## src/sv/rle_pkg.sv

```systemverilog
package rle_pkg;

    localparam int unsigned COLOR_W = 8;
    localparam int unsigned COUNT_W = 8;

    // output queue: a pixel may leave two runs behind it
    localparam int unsigned OQ_DEPTH = 4;
    localparam int unsigned OQ_PTR_W = $clog2(OQ_DEPTH);
    localparam int unsigned OQ_CNT_W = OQ_PTR_W + 1;

    typedef struct packed {
        logic [COUNT_W-1:0] run_count;
        logic [COLOR_W-1:0] run_red;
        logic [COLOR_W-1:0] run_green;
        logic [COLOR_W-1:0] run_blue;
        logic               final_run;
    } run_item_t;

    typedef struct packed {
        logic [1:0] push_n;
        run_item_t  slot0;
        run_item_t  slot1;
    } run_push_t;

endpackage

```

## src/sv/rle_if.sv

```systemverilog
interface rle_pixel_if;
    import rle_pkg::*;

    logic               valid;
    logic               ready;
    logic [COLOR_W-1:0] pixel_red;
    logic [COLOR_W-1:0] pixel_green;
    logic [COLOR_W-1:0] pixel_blue;
    logic               block_end;

    modport source (output valid, pixel_red, pixel_green, pixel_blue, block_end,
                    input ready);
    modport sink   (input valid, pixel_red, pixel_green, pixel_blue, block_end,
                    output ready);
endinterface

interface rle_run_if;
    import rle_pkg::*;

    logic               valid;
    logic               ready;
    logic [COUNT_W-1:0] run_count;
    logic [COLOR_W-1:0] run_red;
    logic [COLOR_W-1:0] run_green;
    logic [COLOR_W-1:0] run_blue;
    logic               final_run;

    modport source (output valid, run_count, run_red, run_green, run_blue, final_run,
                    input ready);
    modport sink   (input valid, run_count, run_red, run_green, run_blue, final_run,
                    output ready);
endinterface

```

## src/sv/rle_core.sv

```systemverilog
module rle_core
    import rle_pkg::*;
#(
    parameter int unsigned MAX_RUN = 255
)
(
    input  logic               clk,
    input  logic               rst_n,
    input  logic               accept,
    input  logic [COLOR_W-1:0] pixel_red,
    input  logic [COLOR_W-1:0] pixel_green,
    input  logic [COLOR_W-1:0] pixel_blue,
    input  logic               block_end,
    output run_push_t          push
);

    logic               open_reg,  open_next;
    logic [COUNT_W-1:0] len_reg,   len_next;
    logic [COLOR_W-1:0] red_reg,   red_next;
    logic [COLOR_W-1:0] green_reg, green_next;
    logic [COLOR_W-1:0] blue_reg,  blue_next;

    logic      same;
    logic      extend;
    logic      closing;
    run_item_t closed_run;
    run_item_t final_item;

    assign same = open_reg && pixel_red == red_reg && pixel_green == green_reg
                  && pixel_blue == blue_reg;
    assign extend  = same && (len_reg < COUNT_W'(MAX_RUN));
    assign closing = open_reg && !extend;

    always_comb
    begin
        if (extend)
        begin
            len_next   = len_reg + COUNT_W'(1);
            red_next   = red_reg;
            green_next = green_reg;
            blue_next  = blue_reg;
        end
        else
        begin
            len_next   = COUNT_W'(1);
            red_next   = pixel_red;
            green_next = pixel_green;
            blue_next  = pixel_blue;
        end
        open_next = 1'b1;

        closed_run = '{run_count: len_reg, run_red: red_reg, run_green: green_reg,
                       run_blue: blue_reg, final_run: 1'b0};
        final_item = '{run_count: len_next, run_red: red_next, run_green: green_next,
                       run_blue: blue_next, final_run: 1'b1};

        push.slot1 = final_item;
        if (closing)
        begin
            push.slot0 = closed_run;
        end
        else
        begin
            push.slot0 = final_item;
        end
        push.push_n = 2'(closing) + 2'(block_end);
        if (!accept)
        begin
            push.push_n = 2'd0;
        end

        // block end flushes the run and leaves nothing open
        if (block_end)
        begin
            open_next = 1'b0;
            len_next  = '0;
        end
    end

    always_ff @(posedge clk or negedge rst_n)
    begin
        if (!rst_n)
        begin
            open_reg  <= 1'b0;
            len_reg   <= '0;
            red_reg   <= '0;
            green_reg <= '0;
            blue_reg  <= '0;
        end
        else if (accept)
        begin
            open_reg  <= open_next;
            len_reg   <= len_next;
            red_reg   <= red_next;
            green_reg <= green_next;
            blue_reg  <= blue_next;
        end
    end

endmodule

```

## src/sv/rle_outq.sv

```systemverilog
module rle_outq
    import rle_pkg::*;
(
    input  logic      clk,
    input  logic      rst_n,
    input  run_push_t push,
    output logic      room,
    output logic      out_valid,
    input  logic      out_ready,
    output run_item_t out_item
);

    run_item_t             mem [OQ_DEPTH];
    logic [OQ_PTR_W-1:0]   wr_ptr_reg, wr_ptr_next;
    logic [OQ_PTR_W-1:0]   rd_ptr_reg, rd_ptr_next;
    logic [OQ_CNT_W-1:0]   cnt_reg,    cnt_next;
    logic                  pop;

    assign out_valid = cnt_reg != '0;
    assign out_item  = mem[rd_ptr_reg];
    assign pop       = out_valid && out_ready;
    // room for the worst case of two results
    assign room      = cnt_reg <= OQ_CNT_W'(OQ_DEPTH - 2);

    always_comb
    begin
        wr_ptr_next = wr_ptr_reg + OQ_PTR_W'(push.push_n);
        rd_ptr_next = rd_ptr_reg + OQ_PTR_W'(pop);
        cnt_next    = cnt_reg + OQ_CNT_W'(push.push_n) - OQ_CNT_W'(pop);
    end

    always_ff @(posedge clk)
    begin
        if (push.push_n != 2'd0)
        begin
            mem[wr_ptr_reg] <= push.slot0;
        end
        if (push.push_n == 2'd2)
        begin
            mem[wr_ptr_reg + OQ_PTR_W'(1)] <= push.slot1;
        end
    end

    always_ff @(posedge clk or negedge rst_n)
    begin
        if (!rst_n)
        begin
            wr_ptr_reg <= '0;
            rd_ptr_reg <= '0;
            cnt_reg    <= '0;
        end
        else
        begin
            wr_ptr_reg <= wr_ptr_next;
            rd_ptr_reg <= rd_ptr_next;
            cnt_reg    <= cnt_next;
        end
    end

endmodule

```

## src/sv/rgb_run_length_encoder_unit.sv

```systemverilog
// RGB run-length encoder: takes one 24-bit pixel per cycle and emits runs as
// a count (1..MAX_RUN) plus the run color; a pixel flagged block_end flushes
// the open run, the last run carrying final_run, so one pixel may yield up
// to two runs. The run state updates in the cycle a pixel is accepted; its
// runs go to a 4-entry output queue that drains one run per cycle while
// run.ready is high. Pixel ready stays high as long as the queue has two
// free entries, so pixels are taken one per cycle while run output keeps pace.
module rgb_run_length_encoder_unit
    import rle_pkg::*;
#(
    parameter int unsigned MAX_RUN = 255
)
(
    input  logic         clk,
    input  logic         rst_n,
    rle_pixel_if.sink    pixel,
    rle_run_if.source    run
);

    run_push_t push;
    run_item_t out_item;
    logic      room;
    logic      accept;

    assign pixel.ready = room;
    assign accept      = pixel.valid && room;

    rle_core #(
        .MAX_RUN (MAX_RUN)
    ) u_core (
        .clk         (clk),
        .rst_n       (rst_n),
        .accept      (accept),
        .pixel_red   (pixel.pixel_red),
        .pixel_green (pixel.pixel_green),
        .pixel_blue  (pixel.pixel_blue),
        .block_end   (pixel.block_end),
        .push        (push)
    );

    rle_outq u_outq (
        .clk       (clk),
        .rst_n     (rst_n),
        .push      (push),
        .room      (room),
        .out_valid (run.valid),
        .out_ready (run.ready),
        .out_item  (out_item)
    );

    assign run.run_count = out_item.run_count;
    assign run.run_red   = out_item.run_red;
    assign run.run_green = out_item.run_green;
    assign run.run_blue  = out_item.run_blue;
    assign run.final_run = out_item.final_run;

endmodule

```

## src/flat_wrapper.sv

```systemverilog
// flat-port wrapper written by rule: the top's interface ports become plain ports
module rgb_run_length_encoder_unit_flat import rle_pkg::*;
#(
    parameter int unsigned MAX_RUN = 255
)
  (clk, rst_n, pixel_valid, pixel_pixel_red, pixel_pixel_green, pixel_pixel_blue, pixel_block_end, pixel_ready, run_valid, run_run_count, run_run_red, run_run_green, run_run_blue, run_final_run, run_ready);
  rle_pixel_if pixel_i ();
  rle_run_if run_i ();
  input  logic clk;
  input  logic rst_n;
  input wire logic [$bits(pixel_i.valid)-1:0] pixel_valid;
  input wire logic [$bits(pixel_i.pixel_red)-1:0] pixel_pixel_red;
  input wire logic [$bits(pixel_i.pixel_green)-1:0] pixel_pixel_green;
  input wire logic [$bits(pixel_i.pixel_blue)-1:0] pixel_pixel_blue;
  input wire logic [$bits(pixel_i.block_end)-1:0] pixel_block_end;
  output wire logic [$bits(pixel_i.ready)-1:0] pixel_ready;
  output wire logic [$bits(run_i.valid)-1:0] run_valid;
  output wire logic [$bits(run_i.run_count)-1:0] run_run_count;
  output wire logic [$bits(run_i.run_red)-1:0] run_run_red;
  output wire logic [$bits(run_i.run_green)-1:0] run_run_green;
  output wire logic [$bits(run_i.run_blue)-1:0] run_run_blue;
  output wire logic [$bits(run_i.final_run)-1:0] run_final_run;
  input wire logic [$bits(run_i.ready)-1:0] run_ready;
  assign pixel_i.valid = pixel_valid;
  assign pixel_i.pixel_red = pixel_pixel_red;
  assign pixel_i.pixel_green = pixel_pixel_green;
  assign pixel_i.pixel_blue = pixel_pixel_blue;
  assign pixel_i.block_end = pixel_block_end;
  assign pixel_ready = pixel_i.ready;
  assign run_valid = run_i.valid;
  assign run_run_count = run_i.run_count;
  assign run_run_red = run_i.run_red;
  assign run_run_green = run_i.run_green;
  assign run_run_blue = run_i.run_blue;
  assign run_final_run = run_i.final_run;
  assign run_i.ready = run_ready;
  rgb_run_length_encoder_unit #(.MAX_RUN(MAX_RUN)) u_core (.clk(clk), .rst_n(rst_n), .pixel(pixel_i), .run(run_i));
endmodule
```

## config.mk

```make
export PLATFORM = sky130hd
export DESIGN_NAME = rgb_run_length_encoder_unit_flat
export DESIGN_NICKNAME = d
export VERILOG_FILES = /design/src/sv/rle_pkg.sv /design/src/sv/rle_if.sv /design/src/sv/rle_core.sv /design/src/sv/rle_outq.sv /design/src/sv/rgb_run_length_encoder_unit.sv /design/src/flat_wrapper.sv
export SDC_FILE = /design/constraint.sdc
export NUM_CORES = 1
export LEC_CHECK = 0
export BUFFER_PORTS_ARGS = -buffer_cell sky130_fd_sc_hd__buf_2
export CELL_PAD_IN_SITES_DETAIL_PLACEMENT = 0
export CELL_PAD_IN_SITES_GLOBAL_PLACEMENT = 1
export CORE_MARGIN = 2
export CORE_UTILIZATION = 35
export CTS_CLUSTER_SIZE = 20
export DETAILED_ROUTE_END_ITERATION = 10
export HOLD_SLACK_MARGIN = 0.12
export PLACE_DENSITY_LB_ADDON = 0.1
export SETUP_SLACK_MARGIN = 0.1
export SLEW_MARGIN = 20
export SYNTH_ARGS = -nofsm -noshare
export SYNTH_HDL_FRONTEND = slang
export SYNTH_SLANG_ARGS = --single-unit
```

## constraint.sdc

```tcl
create_clock -name clk -period 10.44 [get_ports clk]
set_clock_uncertainty 0.05 [all_clocks]
set_input_delay 1.566 -clock clk [delete_from_list [all_inputs] [get_ports clk]]
set_output_delay 1.566 -clock clk [all_outputs]
set_load 0.02 [all_outputs]
```

== Word-level counts from Yosys, hierarchy flattened ==
Memory sizes are Yosys's and may differ from the RTL's.
Index checks and enable logic that the tools add are counted.

* Muxes and demuxes: 12
* $add $sub $neg: 7
* Reduce and logical (&&, ||, !) cells: 10
* Magnitude comparators: 2
* Equal/unequal tests: 4

{| class="wikitable"
|+ Operators with widths
! cell !! count
|-
| $mux 8 || 5
|-
| $mux 33 || 1
|-
| $eq 8x8->1 || 3
|-
| $add 8x1->8 const B || 1
|-
| $lt 8x8->1 const B || 1
|-
| $logic_and 1x1->1 || 7
|-
| $mux 1 || 5
|-
| $add 3x2->3 || 1
|-
| $le 3x2->1 const B || 1
|-
| $reduce_bool 3->1 || 1
|-
| $sub 3x1->3 || 1
|-
| $add 1x1->2 || 1
|-
| $add 2x1->2 || 1
|-
| $add 2x1->2 const B || 1
|-
| $add 2x2->2 || 1
|-
| $eq 2x2->1 const B || 1
|-
| $mux 2 || 1
|-
| $reduce_bool 2->1 || 1
|-
| $logic_not 1->1 || 1
|}

* Memories kept: 1
* Flip-flop bits (word level): 40
* Input port bits: 29
* Bits in writable memories: 132
* Word-level logic and storage cells: 44

{| class="wikitable"
|+ Memories
! name !! depth !! bits a word !! rd ports !! clocked after Yosys merged registers in !! wr ports !! RTL line !! source
|-
| u_core.u_outq.mem || 4 || 33 || 1 || 0 || 2 || rle_outq.sv:13 || <nowiki>run_item_t mem [OQ_DEPTH];</nowiki>
|}

== Logic depth before layout (Yosys ltp) ==
* Word-level depth: 12
* Depth in mapped cells: 17

== Cells and area by module ==
A second synthesis with hierarchy kept.

* Cell total of the unflattened synthesis: 595
* Area, all modules: 9257.6 um^2

{| class="wikitable"
|+ Modules (own cells, without submodules)
! module !! seq. area each (um^2) !! cells an instance !! times used !! area each (um^2)
|-
| rle_outq || 4139.0 || 359 || 1 || 6835.3
|-
| rle_core || 825.8 || 235 || 1 || 2416.1
|-
| rgb_run_length_encoder_unit || 0.0 || 1 || 1 || 6.3
|}

== Worst setup path after synthesis ==
Ideal clock, no wire load.

* Kind: input to register
* From: in pixel_pixel_green[0]
* To: mem u_core.u_outq.mem[3][10] (netlist bit) (data pin)
* Stages on the path: 14
* Setup time: 0.256 ns
* Buffers on the path: 2
* Path slack: 5.192 ns
* Arrival time: 4.941 ns
* Cells stage by stage: xor2_1 or3_1 or4_1 buf_2 o21ai_4 inv_1 ha_1 nor2b_1 a21oi_1 or2_2 clkinv_1 o31a_4 buf_6 a22o_1

{| class="wikitable"
|+ RTL lines
! what !! RTL line !! source
|-
| start, declared || flat_wrapper.sv:13 || <nowiki>input wire logic [$bits(pixel_i.pixel_green)-1:0] pixel_pixel_green;</nowiki>
|-
| end, declared || rle_outq.sv:13 ||
|}

==> flow_results.org <==
** Pwr
- Switching Share :: a little under two fifths
- Cell internal pwr :: between 1.5 and 2 mW
- For this design the ratio of total power to cell area is approximately 250 nW/um^2.
- The analysis attributes to cell leakage a power of approximately 3.9 nW.
- Peak ir drop on the vdd network :: between 0.09 and 0.1 mV
- Combinational fraction of design power :: a little over a third
- Total power for the finished layout comes to around 2.5 mW.
- The analysis attributes to net switching a power of approximately 930 uW.
- In this run, flip-flops and latches consume 40.2% of the power.
- The clock network is responsible for about 25% of the overall power.

** Floorplan
- The die covers approximately 26000 um^2.
- Floorplan die height :: 161 um
- After floorplanning, the core was sized to cover around 24000 um^2.
- FP Rows :: 57
- Count of pins on the block boundary :: 64
- The die is 161 um wide.
- The initial utilization of the core area, before any placement, comes to a little over a third.

** Detailed routing
- DR vias/cell :: around 5.7
- In the routed design, unresolved DRC markers number 0.
- Once detail routing completed, the nets flagged for antenna violations numbered 0.
- The first TritonRoute pass finished after 5 iterations.
- In the final routed layout, each cell accounts on average for about 24 um.
- Summing over every cut layer, the via total after detailed routing is 5609.
- Summed over all layers, the routed wires come to 23300 um.
- For this block, the initial DRC count from the detailed router was between 300 and 400.

** Synth
- The Yosys step of the flow raised 0 warnings.
- Post-Synthesis Mean Instance Area :: approximately 14 um^2
- Counting every net in the synthesized netlist gives around 640.
- In the synthesized netlist the dominant register cell turns out to be sky130_fd_sc_hd__edfxtp_1.
- The top cell type by area accounts for ~44% of the synthesized area.
- In the synthesized netlist the async set-or-reset flop fraction comes to about a quarter.
- The mapped netlist covers 8660 um^2.
- In this run, distinct cell masters in the synthesized netlist total slightly below 50.
- Counting flops with a built-in enable in the synthesized netlist gives 128.
- Synth area leaders :: sky130_fd_sc_hd__edfxtp_1 44%, sky130_fd_sc_hd__dfrtp_1 12%, sky130_fd_sc_hd__a22o_1 9.7%, sky130_fd_sc_hd__mux4_2 8.6%, sky130_fd_sc_hd__mux2_2 3.1%
- Counting flops and latches in the post-synthesis netlist gives between 150 and 200.
- The biggest area contributor in the post-synthesis netlist is sky130_fd_sc_hd__edfxtp_1.
- Summing the sequential cell areas from Yosys gives a little under three fifths of the chip area.
- Post-Syn Instances :: between 600 and 700

** STA
- Period minus WS final :: 5700 ps
- Final setup fails :: 0
- Transition at the pin with the smallest max-transition slack :: around 860 ps
- Remaining max-slew budget at the tightest pin :: 42.3%
- Total negative slack :: 0 ps
- Max-slew violation total from the final report :: 0
- Setup repair after global routing left no endpoint under its margin.
- Share of the clock period used by the worst path after layout :: approximately 55%
- Timing would allow up to between 150 and 200 MHz.
- The total count of hold-check failures in the final report is 0.

** Finish
- Counting flops per register, the top entry is u_core.u_outq.mem.
- Area grow syn2layout :: 13.4%
- The post-route netlist has 27.5% of its cells at a drive strength greater than 1.
- In the final design database the tool counted roughly 700 nets.
- The register with the most flip-flops in the layout has between 100 and 150 of them.
- Leading cell type in the layout, fill and taps excluded :: sky130_fd_sc_hd__edfxtp_1
- The finished cells cover ~10000 um^2.
- Commonest cells after routing, fill and taps aside :: 128 x sky130_fd_sc_hd__edfxtp_1, 96 x sky130_fd_sc_hd__a22o_1, 62 x sky130_fd_sc_hd__buf_2
- Antenna Cells :: 0

** Critical path
- Data required time of the worst path :: approximately 11000 ps
- STA classifies the critical path startpoint as an input pin.
- Of all nets on the critical path, the largest fanout is 27.
- The critical path in this run is classified as in2reg.
- Data arrives at the worst endpoint at approximately 6000 ps.
- Sort of element at the end of the critical path :: flip-flop

** Flow run
- Across the run, the number of max-cap violations was 0.

** Placed design
- Number of I/O port buffers :: 63
- Routability-driven placement finished with a final weighted congestion of about 0.80.
- Detailed placement ended at an HPWL of roughly 14000 um.
- Summing all placed instances gives a cell area of approximately 9200 um^2.

** Clock tree
- After clock tree synthesis, the repair step resized 0 gates.
- Counting every sink on the clock net gives 172.
- The clock passes through at most 2 buffers.
- Total of hold buffers inserted after clock tree synthesis :: 0
- Clock-pin slew was measured on the worst setup and hold paths at 70 ps.
- Root buf cell :: sky130_fd_sc_hd__clkbuf_16
- CTS tree :: built
- The number of clock buffers added by TritonCTS is 17.
- CTS HTree Levels :: 4
- Clock latency on the worst-skew pair, taken at its later pin, is between 400 and 500 ps.
- Setup Buffers After CTS :: 0

** Global routing
- Pin count of the biggest net entering global routing :: between 40 and 50
- The number of global-route vias before repair was approximately 5800.
- Global routing used between 10% and 20% of the available tracks across all layers.
- Antenna violations before repair :: 0
- Summed over all layers, the global routing overflow is 0.
- The first global-routing pass estimated around 36000 um of wire.

** Min path
- The worst hold path belongs to the class reg2reg.

** Outcome
- Result of the run :: finished clean
[metal layers]
layer  track usage (%)  vias up  part of all wire, %
met5                 0        -                    0
li1                  -     2527                    -
met2              32.4      138                   51
met4              5.28        0                 0.96
met3              2.88       17                  4.7
met1              24.3     2927                   43
[power by group through the flow]
| stage | clock [mW] | sequential (mW) | combinational [mW] |
|---|---|---|---|
| floorplan | 0 | 0.965 | 0.623 |
| global placement | 0 | 1.00 | 0.871 |
| detailed placement | 0 | 1.01 | 0.879 |
| CTS | 0.633 | 0.992 | 0.883 |
| global route | 0.659 | 1.01 | 0.939 |
| finish | 0.619 | 0.995 | 0.861 |
[worst max-delay path: stages]
cell                      delay (ps)
sky130_fd_sc_hd__buf_2           140
sky130_fd_sc_hd__xnor2_1         340
sky130_fd_sc_hd__nand4_1         130
sky130_fd_sc_hd__or4_1           720
sky130_fd_sc_hd__o21ai_4         330
sky130_fd_sc_hd__inv_1           130
sky130_fd_sc_hd__ha_1            370
sky130_fd_sc_hd__nor2_1           80
sky130_fd_sc_hd__nor4_1          490
sky130_fd_sc_hd__nor2_1          250
sky130_fd_sc_hd__inv_1           540
sky130_fd_sc_hd__buf_4           520
sky130_fd_sc_hd__o211a_1         220
sky130_fd_sc_hd__a21o_1           80
[synth_stat cells, types with 2 or more instances]
cell	n
sky130_fd_sc_hd__and2_1	6
sky130_fd_sc_hd__nand2_1	17
sky130_fd_sc_hd__xor2_1	18
sky130_fd_sc_hd__nor4b_1	2
sky130_fd_sc_hd__o21ai_0	10
sky130_fd_sc_hd__nand3_1	11
sky130_fd_sc_hd__a21o_1	26
sky130_fd_sc_hd__nor2b_1	5
sky130_fd_sc_hd__or4_1	2
sky130_fd_sc_hd__buf_6	8
sky130_fd_sc_hd__nor3_1	8
sky130_fd_sc_hd__edfxtp_1	128
sky130_fd_sc_hd__dfrtp_1	40
sky130_fd_sc_hd__mux2i_1	3
sky130_fd_sc_hd__buf_1	3
sky130_fd_sc_hd__a22o_1	96
sky130_fd_sc_hd__ha_1	7
sky130_fd_sc_hd__clkbuf_1	26
sky130_fd_sc_hd__mux4_2	33
sky130_fd_sc_hd__mux2_2	24
sky130_fd_sc_hd__inv_1	11
sky130_fd_sc_hd__a32oi_1	3
sky130_fd_sc_hd__a32o_1	3
sky130_fd_sc_hd__xnor2_1	11
sky130_fd_sc_hd__or3_1	4
sky130_fd_sc_hd__nand2b_1	3
sky130_fd_sc_hd__nor2_1	20
sky130_fd_sc_hd__buf_2	6
sky130_fd_sc_hd__o31ai_1	3
sky130_fd_sc_hd__dfxtp_1	4
sky130_fd_sc_hd__o211a_1	15
sky130_fd_sc_hd__or2_2	3
sky130_fd_sc_hd__nand4_1	6
sky130_fd_sc_hd__o31a_4	2
sky130_fd_sc_hd__nor4_1	11
sky130_fd_sc_hd__a211oi_1	7
sky130_fd_sc_hd__and3_1	3
sky130_fd_sc_hd__a21oi_1	2
[metrics by stage]
step / util, % / cells / hold WS (ps) / setup slack, ps
4_1_cts: 40.4 / 987 / 430 / 4700
2_1_floorplan: - / 601 / 385 / 5190
3_3_place_gp: 38.0 / 955 / 400 / 4430
3_5_place_dp: 38.0 / 955 / 413 / 4290
6_report: 40.4 / 987 / 425 / 4740
5_1_grt: 40.4 / 987 / 456 / 4400
[cell type report]
class	count	area (um^2)
clock buffers	17	425
clock inverters	15	148
fillers	2297	14500
inverters	12	45.0
multi-input cells	373	3470
flip-flops and latches	172	4930
well taps	324	405
repair buffers	74	400
[cell families (layout without fill, tap and decap cells)]
group / count (synthesis) / count (layout) / synth area share, %
flip-flops: 172 / 172 / 56.9
buffers and inverters: 56 / 118 / 3.25
adder cells (fa/ha/maj): 8 / 8 / 1.24
AND/OR/NAND/NOR: 108 / 108 / 7.11
XOR/XNOR: 29 / 29 / 2.93
multiplexers: 60 / 60 / 12.1
AO/OA/AOI/OAI: 168 / 168 / 16.5
[worst paths after layout]
kind	from	slack, ps	to	depth (start not counted)
max in group asynchronous	rst_n	8810	u_core.u_outq.rd_ptr_reg[0]$_DFF_PN0_	1
min reg2reg	u_core.u_outq.mem[2][0]$_SDFFE_PP1N_	430	u_core.u_outq.mem[2][0]$_SDFFE_PP1N_	2
min in group asynchronous	rst_n	1090	u_core.u_core.blue_reg[5]$_DFFE_PN0P_	1
max reg2reg	u_core.u_core.len_reg[0]$_DFFE_PN0P_	5510	u_core.u_outq.mem[0][31]$_DFFE_PP_	14
max	pixel_pixel_green[1]	4740	u_core.u_outq.mem[0][31]$_DFFE_PP_	14
min	u_core.u_outq.mem[2][0]$_SDFFE_PP1N_	430	u_core.u_outq.mem[2][0]$_SDFFE_PP1N_	2
No activity file was read; power rests on OpenSTA's default activity.
